--- config.mk ---
export PLATFORM = sky130hd
export DESIGN_NAME = timestamp_counter_with_unit_convert_flat
export DESIGN_NICKNAME = d
export VERILOG_FILES = /design/src/hdl/tsc_pkg.sv /design/src/hdl/tsc_if.sv /design/src/hdl/tsc_div.sv /design/src/hdl/timestamp_counter_with_unit_convert.sv /design/src/flat_wrapper.sv
export SDC_FILE = /design/constraint.sdc
export NUM_CORES = 2
export LEC_CHECK = 0
export ABC_AREA = 1
export ABC_CLOCK_PERIOD_IN_PS = 8000
export BUFFER_PORTS_ARGS = -buffer_cell sky130_fd_sc_hd__buf_4
export CORE_ASPECT_RATIO = 1.75
export CORE_UTILIZATION = 30
export DETAILED_ROUTE_END_ITERATION = 8
export HOLD_SLACK_MARGIN = 0.15
export PLACE_DENSITY = 0.44
export SETUP_SLACK_MARGIN = 0.2
export SLEW_MARGIN = 0
export SYNTH_ARGS = -nofsm -noshare
export SYNTH_HDL_FRONTEND = slang
export SYNTH_SLANG_ARGS = --single-unit
export TNS_END_PERCENT = 1
--- constraint.sdc ---
create_clock -name clock -period 8 [get_ports clock]
set_input_delay 0.8 -clock clock [delete_from_list [all_inputs] [get_ports clock]]
set_output_delay 0.8 -clock clock [all_outputs]
set_load 0.02 [all_outputs]
--- src/hdl/tsc_pkg.sv ---
// Package for the timestamp counter: widths, request and register codes,
// state type and the structs that pass between the top level and the divider.
// No dependencies.
package tsc_pkg;

   // Width of the free-running counter (16 to 64).
   localparam int COUNT_BITS   = 32;
   localparam int CNT_EXT_BITS = (COUNT_BITS > 32) ? COUNT_BITS : 32;

   // Conversion arithmetic: 32-bit count times a 24-bit scale over a 32-bit rate.
   localparam int VALUE_BITS    = 32;
   localparam int SCALE_BITS    = 24;
   localparam int DIVIDEND_BITS = VALUE_BITS + SCALE_BITS;
   localparam int DIV_STEP_BITS = $clog2(DIVIDEND_BITS);

   localparam logic [SCALE_BITS-1:0] PER_SEC_US   = SCALE_BITS'(1000000);
   localparam logic [SCALE_BITS-1:0] PER_SEC_US10 = SCALE_BITS'(10000000);

   // Request codes.
   localparam int REQ_BITS = 3;
   localparam logic [REQ_BITS-1:0] REQ_TICK          = 3'd0;
   localparam logic [REQ_BITS-1:0] REQ_READ_COUNT    = 3'd1;
   localparam logic [REQ_BITS-1:0] REQ_ELAPSED       = 3'd2;
   localparam logic [REQ_BITS-1:0] REQ_COUNT_US      = 3'd3;
   localparam logic [REQ_BITS-1:0] REQ_COUNT_US10    = 3'd4;
   localparam logic [REQ_BITS-1:0] REQ_ELAPSED_US    = 3'd5;
   localparam logic [REQ_BITS-1:0] REQ_ELAPSED_US10  = 3'd6;

   // Register indexes.
   localparam int CSR_IDX_BITS = 2;
   localparam logic [CSR_IDX_BITS-1:0] CSR_ENABLE      = 2'd0;
   localparam logic [CSR_IDX_BITS-1:0] CSR_CLOCK_HZ    = 2'd1;
   localparam logic [CSR_IDX_BITS-1:0] CSR_RUN_IN_IDLE = 2'd2;

   typedef enum logic [1:0] {
      ST_IDLE,
      ST_MUL,
      ST_DIV
   } tsc_state_type;

   typedef struct packed {
      logic                     start;
      logic [DIVIDEND_BITS-1:0] dividend;
      logic [VALUE_BITS-1:0]    divisor;
   } tsc_div_req_type;

   typedef struct packed {
      logic                  done;
      logic [VALUE_BITS-1:0] value;
      logic                  saturated;
   } tsc_div_rsp_type;

endpackage

--- src/hdl/tsc_if.sv ---
// Channel interfaces of the timestamp counter: request, result and register write.
// Depends on tsc_pkg.
interface tsc_req_if import tsc_pkg::*; ();
   logic                  valid;
   logic                  ready;
   logic [REQ_BITS-1:0]   req_type;
   logic [VALUE_BITS-1:0] operand;
   logic                  cpu_idle;

   modport source (output valid, req_type, operand, cpu_idle, input ready);
   modport sink   (input valid, req_type, operand, cpu_idle, output ready);
endinterface

interface tsc_rsp_if import tsc_pkg::*; ();
   logic                  valid;
   logic                  ready;
   logic [VALUE_BITS-1:0] value;
   logic                  saturated;

   modport source (output valid, value, saturated, input ready);
   modport sink   (input valid, value, saturated, output ready);
endinterface

interface tsc_csr_if import tsc_pkg::*; ();
   logic                    valid;
   logic                    ready;
   logic [CSR_IDX_BITS-1:0] index;
   logic [VALUE_BITS-1:0]   data;

   modport source (output valid, index, data, input ready);
   modport sink   (input valid, index, data, output ready);
endinterface

--- src/hdl/tsc_div.sv ---
// Restoring divider, one quotient bit per cycle, with clamp to 32 bits.
// Depends on tsc_pkg.
module tsc_div import tsc_pkg::*; (
   input  logic            clock,
   input  logic            reset,
   input  tsc_div_req_type div_req,
   output tsc_div_rsp_type div_rsp
);

   logic                     busy_ff, busy_in;
   logic                     done_ff, done_in;
   logic [DIV_STEP_BITS-1:0] step_ff, step_in;
   logic [DIVIDEND_BITS-1:0] dq_ff, dq_in;
   logic [VALUE_BITS-1:0]    rem_ff, rem_in;
   logic [VALUE_BITS-1:0]    divisor_ff, divisor_in;
   logic [VALUE_BITS:0]      trial;
   logic [VALUE_BITS:0]      diff;
   logic                     fits;

   // The shift register holds the remaining dividend bits on top and the
   // quotient bits collected so far at the bottom.
   always_comb begin
      trial = {rem_ff, dq_ff[DIVIDEND_BITS-1]};
      diff  = trial - {1'b0, divisor_ff};
      fits  = (trial >= {1'b0, divisor_ff});
   end

   always_comb begin
      busy_in    = busy_ff;
      done_in    = 1'b0;
      step_in    = step_ff;
      dq_in      = dq_ff;
      rem_in     = rem_ff;
      divisor_in = divisor_ff;
      if (div_req.start) begin
         busy_in    = 1'b1;
         step_in    = '0;
         dq_in      = div_req.dividend;
         rem_in     = '0;
         divisor_in = div_req.divisor;
      end else if (busy_ff) begin
         dq_in   = {dq_ff[DIVIDEND_BITS-2:0], fits};
         rem_in  = fits ? diff[VALUE_BITS-1:0] : trial[VALUE_BITS-1:0];
         step_in = step_ff + 1'b1;
         if (step_ff == DIV_STEP_BITS'(DIVIDEND_BITS - 1)) begin
            busy_in = 1'b0;
            done_in = 1'b1;
         end
      end
   end

   always_ff @(posedge clock) begin
      if (reset) begin
         busy_ff <= 1'b0;
         done_ff <= 1'b0;
      end else begin
         busy_ff <= busy_in;
         done_ff <= done_in;
      end
      step_ff    <= step_in;
      dq_ff      <= dq_in;
      rem_ff     <= rem_in;
      divisor_ff <= divisor_in;
   end

   always_comb begin
      div_rsp.done      = done_ff;
      div_rsp.saturated = |dq_ff[DIVIDEND_BITS-1:VALUE_BITS];
      div_rsp.value     = div_rsp.saturated ? '1 : dq_ff[VALUE_BITS-1:0];
   end

endmodule

--- src/hdl/timestamp_counter_with_unit_convert.sv ---
// Top level of the timestamp counter with unit conversion.
// Depends on tsc_pkg, the channel interfaces in tsc_if and the divider tsc_div.
//
//  Channel   Direction  Handshake        Payload
//  req_ch    in         valid / ready    req_type, operand, cpu_idle
//  rsp_ch    out        valid / ready    value, saturated
//  csr_ch    in         valid / ready    index, data (always ready)
//
// Ticks, count reads and elapsed reads complete on acceptance. A conversion is
// accepted, passes the 32 x 24 multiplier and the restoring divider (one quotient
// bit per cycle), then loads the result register. A zero clock rate skips the
// divider and answers zero in the cycle after the request is accepted.
// Reset is synchronous and clears the counter, the registers and the result slot.
// A new beat is taken only in the idle state with the result slot empty or
// draining in the same cycle, so a stalled result holds the block off.
module timestamp_counter_with_unit_convert import tsc_pkg::*; (
   input  logic       clock,
   input  logic       reset,
   tsc_req_if.sink    req_ch,
   tsc_rsp_if.source  rsp_ch,
   tsc_csr_if.sink    csr_ch
);

   tsc_state_type state_ff, state_in;

   // Configuration registers.
   logic                  enable_ff, enable_in;
   logic [VALUE_BITS-1:0] clock_hz_ff, clock_hz_in;
   logic                  run_in_idle_ff, run_in_idle_in;

   // The free-running counter.
   logic [COUNT_BITS-1:0] tick_count_ff, tick_count_in;

   // Conversion operands held while the multiplier and divider work.
   logic [VALUE_BITS-1:0] conv_src_ff, conv_src_in;
   logic [SCALE_BITS-1:0] scale_ff, scale_in;

   // Result slot.
   logic                  rsp_valid_ff, rsp_valid_in;
   logic [VALUE_BITS-1:0] rsp_value_ff, rsp_value_in;
   logic                  rsp_sat_ff, rsp_sat_in;

   logic                    req_accept;
   logic                    csr_write;
   logic                    is_tick;
   logic                    is_conv;
   logic [CNT_EXT_BITS-1:0] cnt_ext;
   logic [VALUE_BITS-1:0]   count_now;
   logic [VALUE_BITS-1:0]   elapsed_now;
   tsc_div_req_type         div_req;
   tsc_div_rsp_type         div_rsp;

   assign csr_ch.ready = 1'b1;
   assign csr_write    = csr_ch.valid && csr_ch.ready;
   assign req_accept   = req_ch.valid && req_ch.ready;

   // Only the low 32 bits of the counter are ever reported.
   assign cnt_ext     = CNT_EXT_BITS'(tick_count_ff);
   assign count_now   = enable_ff ? cnt_ext[VALUE_BITS-1:0] : '0;
   assign elapsed_now = enable_ff ? (cnt_ext[VALUE_BITS-1:0] - req_ch.operand) : '0;

   assign is_tick = (req_ch.req_type == REQ_TICK);
   assign is_conv = (req_ch.req_type inside {REQ_COUNT_US, REQ_COUNT_US10,
                                             REQ_ELAPSED_US, REQ_ELAPSED_US10});

   tsc_div u_div (
      .clock   (clock),
      .reset   (reset),
      .div_req (div_req),
      .div_rsp (div_rsp)
   );

   // Next state of the sequencer.
   always_comb begin
      state_in = state_ff;
      case (state_ff)
         ST_IDLE: begin
            if (req_accept && is_conv && (clock_hz_ff != '0)) begin
               state_in = ST_MUL;
            end
         end
         ST_MUL: begin
            state_in = ST_DIV;
         end
         ST_DIV: begin
            if (div_rsp.done) begin
               state_in = ST_IDLE;
            end
         end
         default: begin
            state_in = ST_IDLE;
         end
      endcase
   end

   // Sequencer outputs: handshake and divider launch. The product feeds the
   // divider's input register directly; both operands are widened to the
   // full 56-bit product.
   always_comb begin
      req_ch.ready     = 1'b0;
      div_req.start    = 1'b0;
      div_req.dividend = {{SCALE_BITS{1'b0}}, conv_src_ff} *
                         {{VALUE_BITS{1'b0}}, scale_ff};
      div_req.divisor  = clock_hz_ff;
      case (state_ff)
         ST_IDLE: begin
            req_ch.ready = !rsp_valid_ff || rsp_ch.ready;
         end
         ST_MUL: begin
            div_req.start = 1'b1;
         end
         ST_DIV: begin
            div_req.start = 1'b0;
         end
         default: begin
            req_ch.ready = 1'b0;
         end
      endcase
   end

   // Datapath next values: registers, counter, conversion operands and result slot.
   always_comb begin
      enable_in      = enable_ff;
      clock_hz_in    = clock_hz_ff;
      run_in_idle_in = run_in_idle_ff;
      tick_count_in  = tick_count_ff;
      conv_src_in    = conv_src_ff;
      scale_in       = scale_ff;
      rsp_valid_in   = rsp_valid_ff && !rsp_ch.ready;
      rsp_value_in   = rsp_value_ff;
      rsp_sat_in     = rsp_sat_ff;

      if (csr_write) begin
         case (csr_ch.index)
            CSR_ENABLE: begin
               enable_in     = csr_ch.data[0];
               tick_count_in = '0;
            end
            CSR_CLOCK_HZ: begin
               clock_hz_in = csr_ch.data;
            end
            CSR_RUN_IN_IDLE: begin
               run_in_idle_in = csr_ch.data[0];
            end
            default: begin
               enable_in = enable_ff;
            end
         endcase
      end

      if (req_accept) begin
         case (req_ch.req_type)
            REQ_TICK: begin
               if (enable_ff && (!req_ch.cpu_idle || run_in_idle_ff)) begin
                  tick_count_in = tick_count_ff + 1'b1;
               end
            end
            REQ_READ_COUNT: begin
               rsp_valid_in = 1'b1;
               rsp_value_in = count_now;
               rsp_sat_in   = 1'b0;
            end
            REQ_ELAPSED: begin
               rsp_valid_in = 1'b1;
               rsp_value_in = elapsed_now;
               rsp_sat_in   = 1'b0;
            end
            REQ_COUNT_US, REQ_COUNT_US10, REQ_ELAPSED_US, REQ_ELAPSED_US10: begin
               conv_src_in = (req_ch.req_type inside {REQ_COUNT_US, REQ_COUNT_US10})
                             ? req_ch.operand : elapsed_now;
               scale_in    = (req_ch.req_type inside {REQ_COUNT_US, REQ_ELAPSED_US})
                             ? PER_SEC_US : PER_SEC_US10;
               // A zero clock rate answers zero at once.
               if (clock_hz_ff == '0) begin
                  rsp_valid_in = 1'b1;
                  rsp_value_in = '0;
                  rsp_sat_in   = 1'b0;
               end
            end
            default: begin
               rsp_valid_in = rsp_valid_ff && !rsp_ch.ready;
            end
         endcase
      end

      if ((state_ff == ST_DIV) && div_rsp.done) begin
         rsp_valid_in = 1'b1;
         rsp_value_in = div_rsp.value;
         rsp_sat_in   = div_rsp.saturated;
      end
   end

   always_ff @(posedge clock) begin
      if (reset) begin
         state_ff       <= ST_IDLE;
         enable_ff      <= 1'b0;
         clock_hz_ff    <= '0;
         run_in_idle_ff <= 1'b0;
         tick_count_ff  <= '0;
         rsp_valid_ff   <= 1'b0;
      end else begin
         state_ff       <= state_in;
         enable_ff      <= enable_in;
         clock_hz_ff    <= clock_hz_in;
         run_in_idle_ff <= run_in_idle_in;
         tick_count_ff  <= tick_count_in;
         rsp_valid_ff   <= rsp_valid_in;
      end
      conv_src_ff  <= conv_src_in;
      scale_ff     <= scale_in;
      rsp_value_ff <= rsp_value_in;
      rsp_sat_ff   <= rsp_sat_in;
   end

   assign rsp_ch.valid     = rsp_valid_ff;
   assign rsp_ch.value     = rsp_value_ff;
   assign rsp_ch.saturated = rsp_sat_ff;

   // A beat is taken only while the sequencer is idle.
   a_accept_idle: assert property (@(posedge clock) disable iff (reset)
      req_accept |-> (state_ff == ST_IDLE))
      else $error("request beat taken while a conversion is running");

   // The divider reports a finished quotient only while the sequencer waits for it.
   a_done_in_div: assert property (@(posedge clock) disable iff (reset)
      div_rsp.done |-> (state_ff == ST_DIV))
      else $error("divider finished outside the wait state");

   // The counter moves only on an accepted tick or an enable write.
   a_count_hold: assert property (@(posedge clock) disable iff (reset)
      !(req_accept && is_tick) && !csr_write |=> $stable(tick_count_ff))
      else $error("counter changed without a tick or enable write");

   // A clamped result always reads as all ones.
   a_sat_value: assert property (@(posedge clock) disable iff (reset)
      (rsp_valid_ff && rsp_sat_ff) |-> (rsp_value_ff == '1))
      else $error("saturated result is not all ones");

   // A conversion result never lands on a result that is still waiting.
   a_no_overrun: assert property (@(posedge clock) disable iff (reset)
      ((state_ff == ST_DIV) && div_rsp.done) |-> !rsp_valid_ff)
      else $error("conversion result overwrote a pending result");

endmodule
--- src/flat_wrapper.sv ---
// flat-port wrapper written by rule: the top's interface ports become plain ports
module timestamp_counter_with_unit_convert_flat import tsc_pkg::*;
  (clock, reset, req_ch_valid, req_ch_req_type, req_ch_operand, req_ch_cpu_idle, req_ch_ready, rsp_ch_valid, rsp_ch_value, rsp_ch_saturated, rsp_ch_ready, csr_ch_valid, csr_ch_index, csr_ch_data, csr_ch_ready);
  tsc_req_if req_ch_i ();
  tsc_rsp_if rsp_ch_i ();
  tsc_csr_if csr_ch_i ();
  input  logic clock;
  input  logic reset;
  input wire logic [$bits(req_ch_i.valid)-1:0] req_ch_valid;
  input wire logic [$bits(req_ch_i.req_type)-1:0] req_ch_req_type;
  input wire logic [$bits(req_ch_i.operand)-1:0] req_ch_operand;
  input wire logic [$bits(req_ch_i.cpu_idle)-1:0] req_ch_cpu_idle;
  output wire logic [$bits(req_ch_i.ready)-1:0] req_ch_ready;
  output wire logic [$bits(rsp_ch_i.valid)-1:0] rsp_ch_valid;
  output wire logic [$bits(rsp_ch_i.value)-1:0] rsp_ch_value;
  output wire logic [$bits(rsp_ch_i.saturated)-1:0] rsp_ch_saturated;
  input wire logic [$bits(rsp_ch_i.ready)-1:0] rsp_ch_ready;
  input wire logic [$bits(csr_ch_i.valid)-1:0] csr_ch_valid;
  input wire logic [$bits(csr_ch_i.index)-1:0] csr_ch_index;
  input wire logic [$bits(csr_ch_i.data)-1:0] csr_ch_data;
  output wire logic [$bits(csr_ch_i.ready)-1:0] csr_ch_ready;
  assign req_ch_i.valid = req_ch_valid;
  assign req_ch_i.req_type = req_ch_req_type;
  assign req_ch_i.operand = req_ch_operand;
  assign req_ch_i.cpu_idle = req_ch_cpu_idle;
  assign req_ch_ready = req_ch_i.ready;
  assign rsp_ch_valid = rsp_ch_i.valid;
  assign rsp_ch_value = rsp_ch_i.value;
  assign rsp_ch_saturated = rsp_ch_i.saturated;
  assign rsp_ch_i.ready = rsp_ch_ready;
  assign csr_ch_i.valid = csr_ch_valid;
  assign csr_ch_i.index = csr_ch_index;
  assign csr_ch_i.data = csr_ch_data;
  assign csr_ch_ready = csr_ch_i.ready;
  timestamp_counter_with_unit_convert u_core (.clock(clock), .reset(reset), .req_ch(req_ch_i), .rsp_ch(rsp_ch_i), .csr_ch(csr_ch_i));
endmodule
**Word level (Yosys, flattened, before mapping)**

Cells that the tools add are included.

- Word-level logic and storage cells: 105
- Input port bits: 75
- Register bits: 286
- Output and inout port bits: 36

- Mux-type cells: 34
- $lt $le $gt $ge: 1
- Multipliers: 1
- Reduce and logical (&&, ||, !) cells: 34
- Bitwise gates (word level): 1
- Equal/unequal tests: 14
- Add/sub/neg operators: 4

Operators by type and width:

| kind | number |
|---|---|
| 32-bit 2-to-1 mux | 13 |
| 56-bit 2-to-1 mux | 2 |
| 32-bit one-hot mux with 3 select lines | 1 |
| 32-bit subtractor | 2 |
| 32-bit by 24-bit multiplier with 56-bit output | 1 |
| 33-bit by 32-bit greater-or-equal comparator with 1-bit output | 1 |
| 32-bit by 1-bit adder with 32-bit output (second input constant) | 1 |
| 32-bit logical NOT | 1 |
| 32-bit nonzero test | 1 |
| 24-bit 2-to-1 mux | 1 |
| 24-bit OR reduction | 1 |
| 1-bit 2-to-1 mux | 12 |
| 2-bit AND reduction | 5 |
| 3-bit == test (second input constant) | 3 |
| 2-bit nonzero test | 4 |
| 4-bit nonzero test | 2 |
| 6-bit by 1-bit adder with 6-bit output (second input constant) | 1 |
| 3-bit by 2-bit == test with 1-bit output (second input constant) | 2 |
| 6-bit == test (second input constant) | 1 |
| 1-bit logical AND | 6 |
| 2-bit one-hot mux with 3 select lines | 1 |
| 3-bit AND reduction | 2 |
| 2-bit by 1-bit == test with 1-bit output (second input constant) | 2 |
| 2-bit == test (second input constant) | 2 |
| other kinds (15) | 21 |

**Logic depth before layout (Yosys ltp)**

- Word-level depth: 8
- Gate-level depth with buffers: 30

**Hierarchy**

Synthesis repeated with hierarchy kept, for this count alone.

- Cells, all modules: 4303
- Area, all modules: 32148.3 µm²

Modules (own cells, without submodules):

| module | area each (µm²) | instances | cells an instance |
|---|---|---|---|
| timestamp_counter_with_unit_convert | 24086.9 | 1 | 3165 |
| tsc_div | 8061.5 | 1 | 1138 |

**Worst setup path after synthesis**

OpenSTA, ideal clock, no wires.

- Kind: register -> register
- Start point: register u_core.scale_ff[18]
- End point: register u_core.u_div.dq_ff[46], data pin
- Setup slack: 1851 ps
- Stages on the path, launching flop included: 24
- Arrival: 5895 ps
- Period minus slack after synthesis: 6149 ps
- Path buffers: 3
- Required time: 7746 ps
- Cell sequence: edfxtp_1 clkbuf_1 clkbuf_1 buf_1 nand2_1 inv_1 fa_1 fa_1 fa_1 fa_1 fa_1 fa_1 ha_1 ha_1 nand2_1 nor2_1 inv_1 nor3_1 and2_1 nand3_1 nand3_1 nand2_1 nand3_1 nand2_1

- Word-level cells in the longest chain between the ends: 2

RTL lines:

| element | line | text |
|---|---|---|
| from (decl) | timestamp_counter_with_unit_convert.sv:36 | `logic [SCALE_BITS-1:0] scale_ff, scale_in;` |
| from (signal assigned) | timestamp_counter_with_unit_convert.sv:210 | `scale_ff <= scale_in;` |
| 32-bit by 24-bit multiplier with 56-bit output | timestamp_counter_with_unit_convert.sv:102 | `div_req.dividend = {{SCALE_BITS{1'b0}}, conv_src_ff} *` |
| 56-bit 2-to-1 mux | tsc_div.sv:35 | `if (div_req.start) begin` |
| named net u_core.u_div.dq_in[46] | tsc_div.sv:13 | `logic [DIVIDEND_BITS-1:0] dq_ff, dq_in;` |
| to (signal assigned) | tsc_div.sv:61 | `dq_ff <= dq_in;` |
| to (decl) | tsc_div.sv:13 |  |

The timed path passes the listed nets, and every way through them passes these cells.
A chain may end at the register's enable or synchronous reset.

**Worst setup path after layout**

- Start point: register u_core.scale_ff[18]
- End point: register u_core.u_div.dq_ff[45], data pin

The elaborated chain is that of the path after synthesis.

==> metrics.md <==
| Metric | Value |
|---|---|
| Run status | `finished with violations` |
| Failing checks | `design-rule violations` |
| IO buf count | `about 110` |
| Vias in the first global route | `28700` |
| Boundary Pins | `about 110` |
| Top post-synthesis cells by count | `nand2_1 (967), inv_1 (931), ha_1 (375), fa_1 (302), nor2_1 (259)` |
| Clock Tree Buf Depth | `3` |
| Postcts setup bufs | `0` |
| Clock Tree Root | `clkbuf_16` |
| Count of final setup violators | `0` |
| Netlist Area Pre-Place | `between 30000 and 40000 µm²` |
| RR Startpoint | `u_core.scale_ff[18]` |
| Drt pass-1 iters | `9` |
| # rows | `157` |
| Core area | `105000 µm²` |
| Final min period | `7.12 ns` |
| CTS Hold Bufs | `0` |
| Number of distinct library cells after synthesis | `50` |
| Synth async-reset ratio | `0%` |
| Die Y | `431 µm` |
| Share of cells above drive strength 1 | `5.94%` |
| # resized after CTS | `0` |
| Clock slew at reported path FFs | `0.07 ns` |
| Hold WC Path Type | `register to register` |
| Worst hold slack | `0.448 ns` |
| Top FF cell, synth | `edfxtp_1` |
| TritonCTS Buffers | `29` |
| Crit share post-route | `89.0%` |
| Worst Setup Path Type | `register to register` |
| Synth Warn # | `0` |
| DP HPWL | `between 90000 and 100000 µm` |
| Final #Nets | `4986` |
| CTS tree | `built` |
| Clock skew | `0.0417 ns` |
| Crit. End Element | `register` |
| Die area | `approximately 110000 µm²` |
| Initial Utilization | `a little under a third` |
| Antenna-violating nets left | `0` |
| Placement Cell Area | `34000 µm²` |
| Gr usage total | `22.1%` |
| FF-to-FF setup slack | `0.88 ns` |
| Max_cap viols | `0` |
| Post-Layout Inst Area | `approximately 35000 µm²` |
| Worst setup SP type | `register` |
| Synthesis-stage register bit count | `264` |
| Hold path depth | `0` |
| First-pass GRT wire length | `approximately 170000 µm` |
| Wirelength per Cell | `20.7 µm` |
| Remaining DRCs | `3` |
| Vias/cell | `roughly 4.8` |
| Top delay family on crit path | `adder cells` |
| Cells on worst reg2reg path | `22` |
| Synthesized Nets | `4899` |
| RSZ-0062 raised after global routing | `no` |
| CP max stage delay | `0.72 ns` |
| Setup_tns | `0 ns` |
| Max Fclk | `0.140 GHz` |
| Top cell type's share of synthesized area | `about a fifth` |
| Total grt overflow | `0` |
| Worst slew pin tran | `roughly 1.1 ns` |
| Htree depth | `1` |
| Slowest CP cell | `nor4_1` |
| Arr. time, crit path | `approximately 7.5 ns` |
| Post-synth top area cell | `fa_1` |
| Initial antenna violation count | `1` |
| Max_slew headroom | `24.8%` |
| Hold Violations, Final | `0` |
| Sink Count | `264` |
| R2R Path End | `u_core.u_div.dq_ff[45]` |
| Crit-path cells | `buf_4 -> nand2_1 -> o21ai_0 -> inv_1 -> ha_1 -> o21bai_1 -> fa_1 -> fa_1 -> fa_1 -> fa_1 -> fa_1 -> ha_1 -> ha_1 -> nand2_1 -> nor2_1 -> nand2_1 -> nor4_1 -> nand3_1 -> nand3_1 -> nand2_1 -> nand3_1 -> nand2_1` |
| Routed WL | `116000 µm` |
| Worst-path maximum fanout | `33` |
| Core Util, Final | `between 30% and 40%` |
| Gp weighted congestion | `0.980` |
| Total number of vias | `~27000` |
| Die W | `247 µm` |
| Seq/Total Area, Yosys | `21.7%` |
| Worst min-delay path startpoint | `u_core.clock_hz_ff[13]` |
| Hold Path End | `u_core.u_div.divisor_ff[13]` |
| 1st-iter DRT viols | `1351` |
| Top cells by area, synth | `fa_1 (19%), ha_1 (15%), edfxtp_1 (15%), nand2_1 (12%), inv_1 (11%)` |
| Post-synth EDFFs | `155` |
| Critical path buffer and inverter count | `2` |
| Area growth syn-to-layout | `10.6%` |
| CP required | `8.38 ns` |
| Final Max Slew Viols | `0` |
| Mean Syn Cell Area | `7.61 µm²` |
| Most numerous cell in the Yosys netlist | `nand2_1` |
| Worst-Skew Late Latency | `around 0.64 ns` |
| Pin count of the biggest net entering global routing | `85` |
| Post-synthesis cell count | `4147` |
[per-layer routing]
| metal | track usage, % | part of all wire, % |
|---|---|---|
| met4 | 12.2 | 6.2 |
| met3 | 1.45 | 2.5 |
| met2 | 44.1 | 56 |
| met5 | 0 | 0 |
| met1 | 22.1 | 36 |
[state kept, by name, indices dropped and copies added, names as in the netlist]
| signal | flops |
|---|---|
| u_core.rsp_ch.valid | 1 |
| u_core.state_ff | 2 |
| u_core.cnt_ext | 32 |
| u_core.u_div.divisor_ff | 32 |
| u_core.u_div.rem_ff | 32 |
| u_core.rsp_ch.value | 32 |
| u_core.rsp_ch.saturated | 1 |
| u_core.u_div.busy_ff | 1 |
| u_core.clock_hz_ff | 32 |
| u_core.u_div.done_ff | 1 |
| u_core.scale_ff | 2 |
| u_core.conv_src_ff | 32 |
| u_core.u_div.step_ff | 6 |
| u_core.run_in_idle_ff | 1 |
| u_core.u_div.dq_ff | 56 |
| u_core.enable_ff | 1 |
[through the flow]
stage                     std cells  worst slack, ns
after floorplan                4147             1.85
after global placement         5554             1.04
after detailed placement       5554             1.02
after CTS                      5607             1.01
after global routing           5608            0.593
final                          5608            0.877
[cell usage in the layout, fill, tap and decap left out, drive strengths merged, types with 5 or more instances in the layout]
master / synthesis / final
or2: 22 / 22
clkbuf: 54 / 41
o21ai: 157 / 157
nand4: 78 / 78
edfxtp: 155 / 155
xor2: 14 / 14
nor4: 22 / 22
nor2: 273 / 273
nand3b: 35 / 35
nand3: 232 / 232
nor3: 41 / 41
inv: 939 / 944
o21bai: 31 / 31
a31oi: 41 / 41
a21oi: 202 / 202
buf: 27 / 137
a22oi: 5 / 5
clkinv: 4 / 8
dfxtp: 109 / 109
xnor2: 24 / 24
and2: 8 / 8
nand2: 973 / 973
fa: 302 / 302
ha: 375 / 375
[how the worst max path moves through the flow]
stage / start / endpoint / slack [ns] / cells past startpoint
floorplan: u_core.scale_ff[18] / u_core.u_div.dq_ff[46] / 1.85 / 23
global placement: u_core.scale_ff[18] / u_core.u_div.dq_ff[45] / 1.04 / 22
detailed placement: u_core.scale_ff[18] / u_core.u_div.dq_ff[45] / 1.02 / 22
CTS: u_core.scale_ff[18] / u_core.u_div.dq_ff[45] / 1.01 / 22
global route: u_core.scale_ff[18] / u_core.u_div.dq_ff[45] / 0.59 / 22
finish: u_core.scale_ff[18] / u_core.u_div.dq_ff[45] / 0.88 / 22
[cell families after synthesis]
kind of cell	share of synthesized area, %
adders and majority gates	34.0
buffers and inverters	12.4
xor gates and xnor gates	1.05
and+or+nand+nor	23.0
DFF	21.7
other	0.0119
AOI/OAI and AO/OA	7.84
[cell type report]
| cell class | count | area [µm²] |
|---|---|---|
| diodes | 1 | 2.50 |
| clock buffers | 41 | 823 |
| clock inverters | 12 | 130 |
| fillers | 11400 | 69600 |
| inverters | 943 | 3540 |
| multi-input cells | 2859 | 20900 |
| flip-flops and latches | 264 | 6840 |
| well taps | 1351 | 1690 |
| repair buffers | 137 | 1030 |
Power is not shown: default switching activity piles up to over one toggle a cycle in this logic, so the estimate is an artifact.
